**src/rtl/recursive_median_filter_unit_defines.svh**
```systemverilog
// Assertion helpers for the recursive median filter.
// Checks are active in simulation only. Synthesis sees empty bodies.
`ifndef RECURSIVE_MEDIAN_FILTER_UNIT_DEFINES_SVH
`define RECURSIVE_MEDIAN_FILTER_UNIT_DEFINES_SVH

`ifndef SYNTHESIS
// Same-cycle implication.
`define RMF_ASSERT_IMP(lbl, clk_s, rst_s, ante, cons) \
  lbl: assert property (@(posedge clk_s) disable iff (rst_s) (ante) |-> (cons)) \
    else $error("rmf: same-cycle check failed");
// Next-cycle implication.
`define RMF_ASSERT_NXT(lbl, clk_s, rst_s, ante, cons) \
  lbl: assert property (@(posedge clk_s) disable iff (rst_s) (ante) |=> (cons)) \
    else $error("rmf: next-cycle check failed");
`else
`define RMF_ASSERT_IMP(lbl, clk_s, rst_s, ante, cons)
`define RMF_ASSERT_NXT(lbl, clk_s, rst_s, ante, cons)
`endif

`endif

```
**src/rtl/rmf_pkg.sv**
```systemverilog
package rmf_pkg;

  localparam int RADIUS      = 2;
  localparam int SAMPLE_BITS = 16;

  localparam int WIN_LEN   = 2 * RADIUS + 1;
  localparam int MAX_RES   = RADIUS + 1;
  localparam int SEEN_W    = $clog2(2 * RADIUS + 1);
  localparam int RIDX_W    = (RADIUS > 1) ? $clog2(RADIUS) : 1;
  localparam int RANK_W    = $clog2(WIN_LEN);
  localparam int CNT_W     = $clog2(MAX_RES + 1);
  localparam int RES_IDX_W = $clog2(MAX_RES);

  // Request queue between front and back; depth is a power of two.
  localparam int QDEPTH = 2;
  localparam int QPTR_W = (QDEPTH > 1) ? $clog2(QDEPTH) : 1;
  localparam int QCNT_W = $clog2(QDEPTH + 1);

  typedef logic signed [SAMPLE_BITS-1:0] sample_t;

  // Results caused by one input request; the last entry may carry the final mark.
  typedef struct packed {
    logic [MAX_RES-1:0][SAMPLE_BITS-1:0] vals;
    logic [CNT_W-1:0]                    cnt;
    logic                                fin;
  } bundle_t;

endpackage

```
**src/rtl/recursive_median_filter_unit.sv**
```systemverilog
// Channel   Handshake          Fields                     Notes
// -------   ----------------   ------------------------   -----------------------------
// input     push / full        sample_in, end_of_stream   one raw sample per request
// result    pop / empty        sample_out, final_out      0 to RADIUS+1 per input request
//
// An input request is taken when push is high and full is low; a new one can follow
// every cycle while the request queue has room. Results leave at one per cycle from
// the output register while pop is held, so an input that ends a stream holds the
// back end for up to RADIUS+1 results. Synchronous reset clears the sample count and
// the queues. A stall on the result side backs up through the request queue to full.
//
// The front end holds the filter state (pending raw samples, output history,
// sample count) and evaluates the median window in the same cycle it accepts a
// sample, since each median feeds back into the next window. It packs the
// results of one input into a request bundle. The back end unpacks bundles
// one result at a time onto the result ports.
module recursive_median_filter_unit (
  input  logic              clk,
  input  logic              rst,
  input  logic              push,
  output logic              full,
  input  rmf_pkg::sample_t  sample_in,
  input  logic              end_of_stream,
  output logic              empty,
  input  logic              pop,
  output rmf_pkg::sample_t  sample_out,
  output logic              final_out
);
  import rmf_pkg::*;

  logic    accept;
  logic    f_valid;
  bundle_t f_bundle;
  logic    q_valid, q_pop;
  bundle_t q_data;

  // Input request is taken whenever the queue between the halves has room.
  assign accept = push && !full;

  rmf_front u_front (
    .clk           (clk),
    .rst           (rst),
    .accept        (accept),
    .sample_in     (sample_in),
    .end_of_stream (end_of_stream),
    .bundle_valid  (f_valid),
    .bundle        (f_bundle)
  );

  // Short request queue decouples filter state updates from result drain.
  rmf_queue u_queue (
    .clk      (clk),
    .rst      (rst),
    .wr_en    (f_valid),
    .wr_data  (f_bundle),
    .full     (full),
    .rd_en    (q_pop),
    .rd_valid (q_valid),
    .rd_data  (q_data)
  );

  rmf_back u_back (
    .clk        (clk),
    .rst        (rst),
    .q_valid    (q_valid),
    .q_data     (q_data),
    .q_pop      (q_pop),
    .empty      (empty),
    .pop        (pop),
    .sample_out (sample_out),
    .final_out  (final_out)
  );

endmodule

```
**src/rtl/rmf_front.sv**
```systemverilog
`include "recursive_median_filter_unit_defines.svh"

module rmf_front (
  input  logic                 clk,
  input  logic                 rst,
  input  logic                 accept,
  input  rmf_pkg::sample_t     sample_in,
  input  logic                 end_of_stream,
  output logic                 bundle_valid,
  output rmf_pkg::bundle_t     bundle
);
  import rmf_pkg::*;

  logic [SEEN_W-1:0]                  seen, seen_next;
  logic [RADIUS-1:0][SAMPLE_BITS-1:0] pend, pend_next;
  logic [RADIUS-1:0][SAMPLE_BITS-1:0] hist, hist_next;
  logic [MAX_RES-1:0][SAMPLE_BITS-1:0] ext;
  sample_t                            win [WIN_LEN];
  logic [WIN_LEN-1:0][RANK_W-1:0]     rank;
  sample_t                            med, y;
  logic                               has_y;
  logic [CNT_W-1:0]                   npend;

  // Median by stable ranking: exactly one element has rank RADIUS.
  always_comb begin
    for (int i = 0; i < RADIUS; i++) begin
      win[i]          = hist[i];
      win[RADIUS + i] = pend[i];
    end
    win[2 * RADIUS] = sample_in;
    med = win[0];
    for (int i = 0; i < WIN_LEN; i++) begin
      rank[i] = '0;
      for (int j = 0; j < WIN_LEN; j++) begin
        if (j != i) begin
          if ((win[j] < win[i]) || ((win[j] == win[i]) && (j < i))) begin
            rank[i] = rank[i] + RANK_W'(1);
          end
        end
      end
    end
    for (int i = 0; i < WIN_LEN; i++) begin
      if (rank[i] == RANK_W'(RADIUS)) begin
        med = win[i];
      end
    end
  end

  always_comb begin
    pend_next = pend;
    hist_next = hist;
    seen_next = seen;
    has_y     = 1'b0;
    y         = pend[0];
    if (seen < SEEN_W'(RADIUS)) begin
      pend_next[seen[RIDX_W-1:0]] = sample_in;
    end else begin
      has_y = 1'b1;
      if (seen >= SEEN_W'(2 * RADIUS)) begin
        y = med;
      end
      for (int i = 0; i + 1 < RADIUS; i++) begin
        hist_next[i] = hist[i + 1];
        pend_next[i] = pend[i + 1];
      end
      hist_next[RADIUS-1] = y;
      pend_next[RADIUS-1] = sample_in;
    end
    if (seen < SEEN_W'(2 * RADIUS)) begin
      seen_next = seen + SEEN_W'(1);
    end
    if (seen < SEEN_W'(RADIUS)) begin
      npend = CNT_W'(seen) + CNT_W'(1);
    end else begin
      npend = CNT_W'(RADIUS);
    end
    if (end_of_stream) begin
      seen_next = '0;
    end

    // Pending samples, padded so the slot shift below stays in range.
    for (int k = 0; k < RADIUS; k++) begin
      ext[k] = pend_next[k];
    end
    ext[RADIUS] = '0;

    bundle.vals[0] = has_y ? y : ext[0];
    for (int k = 1; k < MAX_RES; k++) begin
      bundle.vals[k] = has_y ? ext[k-1] : ext[k];
    end
    bundle.cnt = CNT_W'(has_y) + (end_of_stream ? npend : CNT_W'(0));
    bundle.fin = end_of_stream;
    bundle_valid = accept && (bundle.cnt != '0);
  end

  always_ff @(posedge clk) begin
    if (rst) begin
      seen <= '0;
    end else if (accept) begin
      seen <= seen_next;
    end
  end

  always_ff @(posedge clk) begin
    if (accept) begin
      pend <= pend_next;
      hist <= hist_next;
    end
  end

  `RMF_ASSERT_IMP(a_seen_bound, clk, rst, 1'b1, seen <= SEEN_W'(2 * RADIUS))
  `RMF_ASSERT_NXT(a_eos_clears, clk, rst, accept && end_of_stream, seen == '0)

endmodule

```
**src/rtl/rmf_queue.sv**
```systemverilog
`include "recursive_median_filter_unit_defines.svh"

module rmf_queue (
  input  logic              clk,
  input  logic              rst,
  input  logic              wr_en,
  input  rmf_pkg::bundle_t  wr_data,
  output logic              full,
  input  logic              rd_en,
  output logic              rd_valid,
  output rmf_pkg::bundle_t  rd_data
);
  import rmf_pkg::*;

  bundle_t           ent [QDEPTH];
  logic [QPTR_W-1:0] wr_ptr, rd_ptr;
  logic [QCNT_W-1:0] count;

  assign full     = (count == QCNT_W'(QDEPTH));
  assign rd_valid = (count != '0);
  assign rd_data  = ent[rd_ptr];

  always_ff @(posedge clk) begin
    if (rst) begin
      wr_ptr <= '0;
      rd_ptr <= '0;
      count  <= '0;
    end else begin
      if (wr_en) begin
        wr_ptr <= wr_ptr + QPTR_W'(1);
      end
      if (rd_en) begin
        rd_ptr <= rd_ptr + QPTR_W'(1);
      end
      unique case ({wr_en, rd_en})
        2'b10:   count <= count + QCNT_W'(1);
        2'b01:   count <= count - QCNT_W'(1);
        default: count <= count;
      endcase
    end
  end

  always_ff @(posedge clk) begin
    if (wr_en) begin
      ent[wr_ptr] <= wr_data;
    end
  end

  `RMF_ASSERT_IMP(a_q_count, clk, rst, 1'b1, count <= QCNT_W'(QDEPTH))

endmodule

```
**src/rtl/rmf_back.sv**
```systemverilog
`include "recursive_median_filter_unit_defines.svh"

module rmf_back (
  input  logic              clk,
  input  logic              rst,
  input  logic              q_valid,
  input  rmf_pkg::bundle_t  q_data,
  output logic              q_pop,
  output logic              empty,
  input  logic              pop,
  output rmf_pkg::sample_t  sample_out,
  output logic              final_out
);
  import rmf_pkg::*;

  bundle_t              cur;
  logic                 cur_valid;
  logic [RES_IDX_W-1:0] idx;
  logic                 last_entry, pop_ok, take;

  always_comb begin
    last_entry = ((CNT_W'(idx) + CNT_W'(1)) == cur.cnt);
    pop_ok     = pop && cur_valid;
    take       = !cur_valid || (pop_ok && last_entry);
    q_pop      = take && q_valid;
    empty      = !cur_valid;
    sample_out = cur.vals[idx];
    final_out  = cur.fin && last_entry;
  end

  always_ff @(posedge clk) begin
    if (rst) begin
      cur_valid <= 1'b0;
      idx       <= '0;
    end else if (take) begin
      cur_valid <= q_valid;
      idx       <= '0;
    end else if (pop_ok) begin
      idx <= idx + RES_IDX_W'(1);
    end
  end

  always_ff @(posedge clk) begin
    if (q_pop) begin
      cur <= q_data;
    end
  end

  `RMF_ASSERT_IMP(a_idx_in_bundle, clk, rst, cur_valid, CNT_W'(idx) < cur.cnt)

endmodule

```
**config.mk**
```make
export PLATFORM = sky130hd
export DESIGN_NAME = recursive_median_filter_unit
export DESIGN_NICKNAME = d
export VERILOG_FILES = /design/src/rtl/rmf_pkg.sv /design/src/rtl/recursive_median_filter_unit.sv /design/src/rtl/rmf_front.sv /design/src/rtl/rmf_queue.sv /design/src/rtl/rmf_back.sv
export VERILOG_INCLUDE_DIRS = /design/src /design/src/rtl
export SDC_FILE = /design/constraint.sdc
export NUM_CORES = 1
export LEC_CHECK = 0
export ABC_CLOCK_PERIOD_IN_PS = 7200
export BUFFER_PORTS_ARGS = -buffer_cell sky130_fd_sc_hd__buf_2
export CORE_UTILIZATION = 35
export CTS_BUF_LIST = sky130_fd_sc_hd__clkbuf_4
export CTS_CLUSTER_DIAMETER = 150
export DETAILED_ROUTE_END_ITERATION = 10
export PLACE_DENSITY_LB_ADDON = 0.08
export RECOVER_POWER = 50
export SYNTH_ARGS = -nofsm -noshare
export SYNTH_HDL_FRONTEND = slang
export SYNTH_SLANG_ARGS = --single-unit
export TNS_END_PERCENT = 10
```
**constraint.sdc**
```tcl
create_clock -name clk -period 7.2 [get_ports clk]
set_clock_uncertainty 0.05 [all_clocks]
set_input_delay 0.72 -clock clk [delete_from_list [all_inputs] [get_ports clk]]
set_output_delay 0.72 -clock clk [all_outputs]
set_load 0.005 [all_outputs]
```
# == After elaboration in Yosys (flattened, before gate mapping) ==
# Memory sizes are Yosys's and may differ from the RTL's. A register that Yosys moved wholly into a read port is not among the register bits.
# Cells that the tools add are included.
# W data, S select, Z words.
# totals
out_inout_bits,19
in_bits,21
mem_count,1
reg_bits,74
ramBits,102
# classes
n_reduce_logical,27
bitwise_logic,1
eq_ne,18
add_sub_neg,20
n_lt_le_gt_ge,22
muxes,38
# mem_list
name,depth,word_bits,rd,rd_clocked_by_memory_dff,write_ports,line,text
u_queue.ent,2,51,1,1,1,rmf_queue.sv:15,bundle_t ent [QDEPTH];
# op_table
op,count
$lt A16 B16 Y1,16
$eq A16 B16 Y1,10
$mux W16,10
$mux W3,14
$add A3 B1 Y3 const B,13
$bmux W16 S2,1
$bwmux W32,1
$mux W32,1
$demux W16 S1,1
$eq A3 B2 Y1 const B,4
$logic_or A1 B1 Y1,11
$reduce_bool A2 Y1,4
$logic_and A1 B1 Y1,7
$mux W1,7
$add A2 B1 Y2 const B,3
$eq A2 B2 Y1 const B,2
$mux W2,2
$pmux W2 S2,1
$reduce_and A2 Y1,2
$ge A3 B3 Y1 const B,1
$lt A2 B3 Y1 const B,1
$lt A3 B2 Y1 const B,1
$lt A3 B3 Y1 const B,1
$add A1 B1 Y1 const B,2
other kinds (9),10

# == Logic depth before layout (Yosys ltp) ==
# logic_depth
word_depth,16
depth_mapped,27
depth_no_buf,25

# == Modules after synthesis ==
# Synthesis repeated with hierarchy kept, for this count alone.
# hier_totals
cells_unflattened,1264
hier_area_um2,14437.6
# modules_own_cells
module,seq_area_each_um2,cells_per_inst,area_each_um2,n_inst
rmf_front,1981.9,955,8455.6,1
rmf_queue,3163.0,181,3875.0,1
rmf_back,1591.5,127,2093.3,1
recursive_median_filter_unit,0.0,1,13.8,1

# == Least setup slack after synthesis ==
# OpenSTA, ideal clock, no wires.
# synth_path
path_kind,input -> register
startpoint,input push
endpoint,"memory u_queue.ent[0][0] (netlist name), enable pin"
setup_slack_ns,2.077
t_required_ns,6.690
t_arrival_ns,4.613
stages,4
path_cell_list,nor2b_1 -> clkbuf_1 -> o21ai_0 -> nor2_1
# synth_between
elab_chain_cells,4
# synth_rtl
item,line,text
from (decl),recursive_median_filter_unit.sv:20,"input logic push,"
$logic_and A1 B1 Y1,recursive_median_filter_unit.sv:38,assign accept = push && !full;
via accept,recursive_median_filter_unit.sv:31,logic accept;
$logic_and A1 B1 Y1,rmf_front.sv:93,bundle_valid = accept && (bundle.cnt != '0);
$mux W1,rmf_queue.sv:44,if (wr_en) begin
$mux W1 (implied by the code),rmf_queue.sv:45,ent[wr_ptr] <= wr_data;
to (decl),rmf_queue.sv:15,
# The timed path passes the listed nets, and every way through them passes these cells.

==> impl_metrics.toml <==
[timing]
hold_viol_final = 0
final-setup-viol-count = 0
rsz0062_at_grt = "false"
min_period_over_period = 0.828
worst_pin_slew_ns = 2.87
clock.fmax_mhz = 168
fin_ws_ns = 1.24
drv_slew = 267
post-route-min-period_ns = 5.96
relSlewSlack = -0.915
fin_setup_tns_ns = 0

[placement]
gp_congestion = 0.850
pre_cts_ws_ns = 1.43
io_buffer_count = 39
hpwl_um = 32400

[logic_synthesis]
synth-edff-count = 217
async_flop_share = 0
synth.top_cell.area_share = 0.457
yosys.cell_count.top_type = "edfxtp_1"
yosysTopAreaCell = "edfxtp_1"
syn-num-nets = 1478
synth.cell_area_um2 = 14300
synth.cells.most_frequent = "217 x edfxtp_1, 176 x ha_1, 103 x nand2_1"
ys_warn_count = 0
seq_area_frac_synth = 0.471
syn_inst = 1281
yosys_register_bits = 227
synth_cell_types = 69
postSynthAreaPerCell_um2 = 11.1
synth.area.top_cells = "edfxtp_1 46%, ha_1 15%, mux2_2 4.1%"
ys.flop_type = "edfxtp_1"

[global_route]
grt_pass1_vias = 10800
track_usage = 0.222
grt_overflow = 0
grt_antenna_before_repair = 1
grt_max_degree = 54
grt_pass1_wl_um = 67900

[route]
vias = 10700
drc_errors = 0
viasPerCell = 5.55
dr.first_iter.drc_count = 831
drtAntennaViolNets = 0
wl_per_cell_um = 23.5
wl_um = 45100
drt_pass1_iterations = 5

[setup_path]
worst-setup-path-type = "reg2reg"
cp.arrival_ns = 6.23
crit_family = "buffers and inverters"
cpPeakStageDelay_ns = 1.95
worstSetupEndpointType = "register"
crit_buf_inv = 3
crit_required_ns = 7.47
path_cells = "clkbuf_1 > nor2_4 > clkbuf_1 > and3_1 > ha_1 > xnor2_1 > o21ai_0 > nor2_4 > buf_4"
cp-start-kind = "register"
crit_fanout = 49
slowest_stage = "clkbuf_1"

[floorplan]
core_um2 = 40000
rows = 73
io_pins = 40
dieWidth_um = 204
start_util = 0.357
die_h_um = 204
die_area_um2 = 41600

[clock_network]
clk_pin_slew_ns = 0.07
insertion_delay_ns = 0.76
tritoncts = "done"
clock_sinks = 227
cts_root_buf = "clkbuf_4"
clk_path_buf_depth = 3
post_cts_buffers = 0
cts_htree_levels = 2
hold_buffers = 0
numCtsBuffers = 60
ctsResizeCount = 0

[power]
total_leakage_power_nw = 6.22
power_density_nw_per_um2 = 299
ir_drop_mv = 0.115

[status]
violations = "max-capacitance violations, max-slew violations"
status = "complete, but fails checks"

[final_layout]
num-nets-final = 1551
syn_to_final_growth_pct = 10.8
drive_above_1_share = 0.162
nFillCells = 3907

[flow_run]
maxCapViolations = 7

[hold_path]
min_path_type = "in2reg"
==> path summary, 6_finish.rpt <==
path                           startpoint                            end  slack [ns]  cells past startpoint
min                                   rst  u_queue.count[0]$_SDFFE_PP0P_        0.29                      2
min reg2reg    u_front.hist[17]$_DFFE_PP_      u_front.hist[1]$_DFFE_PP_        0.44                      0
max          u_front.seen[2]$_SDFFE_PP0P_   u_queue.ent[1][39]$_DFFE_PP_        1.24                      9
max reg2reg  u_front.seen[2]$_SDFFE_PP0P_   u_queue.ent[1][39]$_DFFE_PP_        1.24                      9
==> registers in the layout, indices dropped and copies added, names as in the netlist <==
name / cells
u_queue.ent: 102
u_back.cur: 51
u_front.hist: 32
u_front.pend: 32
u_front.seen: 3
u_back.idx: 2
u_queue.count: 2
u_back.cur_valid: 1
u_queue.rd_ptr: 1
u_queue.wr_ptr: 1
==> kinds of logic (layout without fill, tap and decap cells) <==
kind of cell    count (synthesis)  after routing  share of synthesized area
simple gates                  324            324                      0.112
other cells                     0              1                          0
xor+xnor                       11             11                    0.00675
flops                         227            227                      0.471
buf+inv                       133            248                     0.0368
compound gates                318            318                      0.149
mux                            92             92                     0.0703
fa+ha+maj                     176            176                      0.154
==> through the flow <==
stage                     instances  utilization  total power, mW  hold WS (ns)  cell area, um2
after global routing           1922        0.395             5.04         0.249           15800
final                          1922        0.395             4.72         0.289           15800
after floorplan                1281            -             3.05         0.400           14300
after global placement         1817        0.378             3.62         0.414           15100
after detailed placement       1817        0.378             3.63         0.420           15100
after CTS                      1921        0.396             4.76         0.202           15800
==> cells in the final DEF, fill, tap and decap left out, types with 11 or more instances in the layout <==
| master | instances |
|---|---|
| nand2_1 | 103 |
| nand3_1 | 12 |
| a21oi_1 | 83 |
| ha_1 | 176 |
| nor2b_1 | 24 |
| edfxtp_1 | 217 |
| buf_2 | 36 |
| mux2i_1 | 38 |
| nor2_1 | 78 |
| a22oi_1 | 16 |
| inv_1 | 85 |
| o21a_1 | 26 |
| clkinv_1 | 11 |
| o21ai_0 | 80 |
| o31ai_1 | 23 |
| o221ai_1 | 16 |
| clkbuf_4 | 89 |
| nand2b_1 | 11 |
| mux2_2 | 42 |
| buf_4 | 13 |
| nor3_1 | 11 |
| nand4_1 | 42 |
==> power by group <==
group	total, mW	switching (mW)	internal, mW
registers	1.99	0.183	1.81
logic	1.62	1.03	0.596
clock network	1.11	0.548	0.559
total	4.72	1.76	2.96
==> cell type report <==
class / count / area, um2 / area share
diodes: 1 / 2.50 / 0.000158
clock buffers: 89 / 668 / 0.0423
clock inverters: 15 / 58.8 / 0.00372
inverters: 85 / 319 / 0.0202
multi-input cells: 921 / 7070 / 0.447
flip-flops and latches: 227 / 6720 / 0.425
well taps: 525 / 657 / 0.0416
repair buffers: 59 / 315 / 0.0199
==> routing by layer <==
metal | share of wire | up-vias | GRT usage
met5 | 0 | - | 0
met4 | 0.021 | 0 | 0.0591
met3 | 0.075 | 67 | 0.0493
met2 | 0.43 | 374 | 0.336
met1 | 0.47 | 5172 | 0.317
li1 | - | 5048 | -
Power figures use the tool's default switching activity.
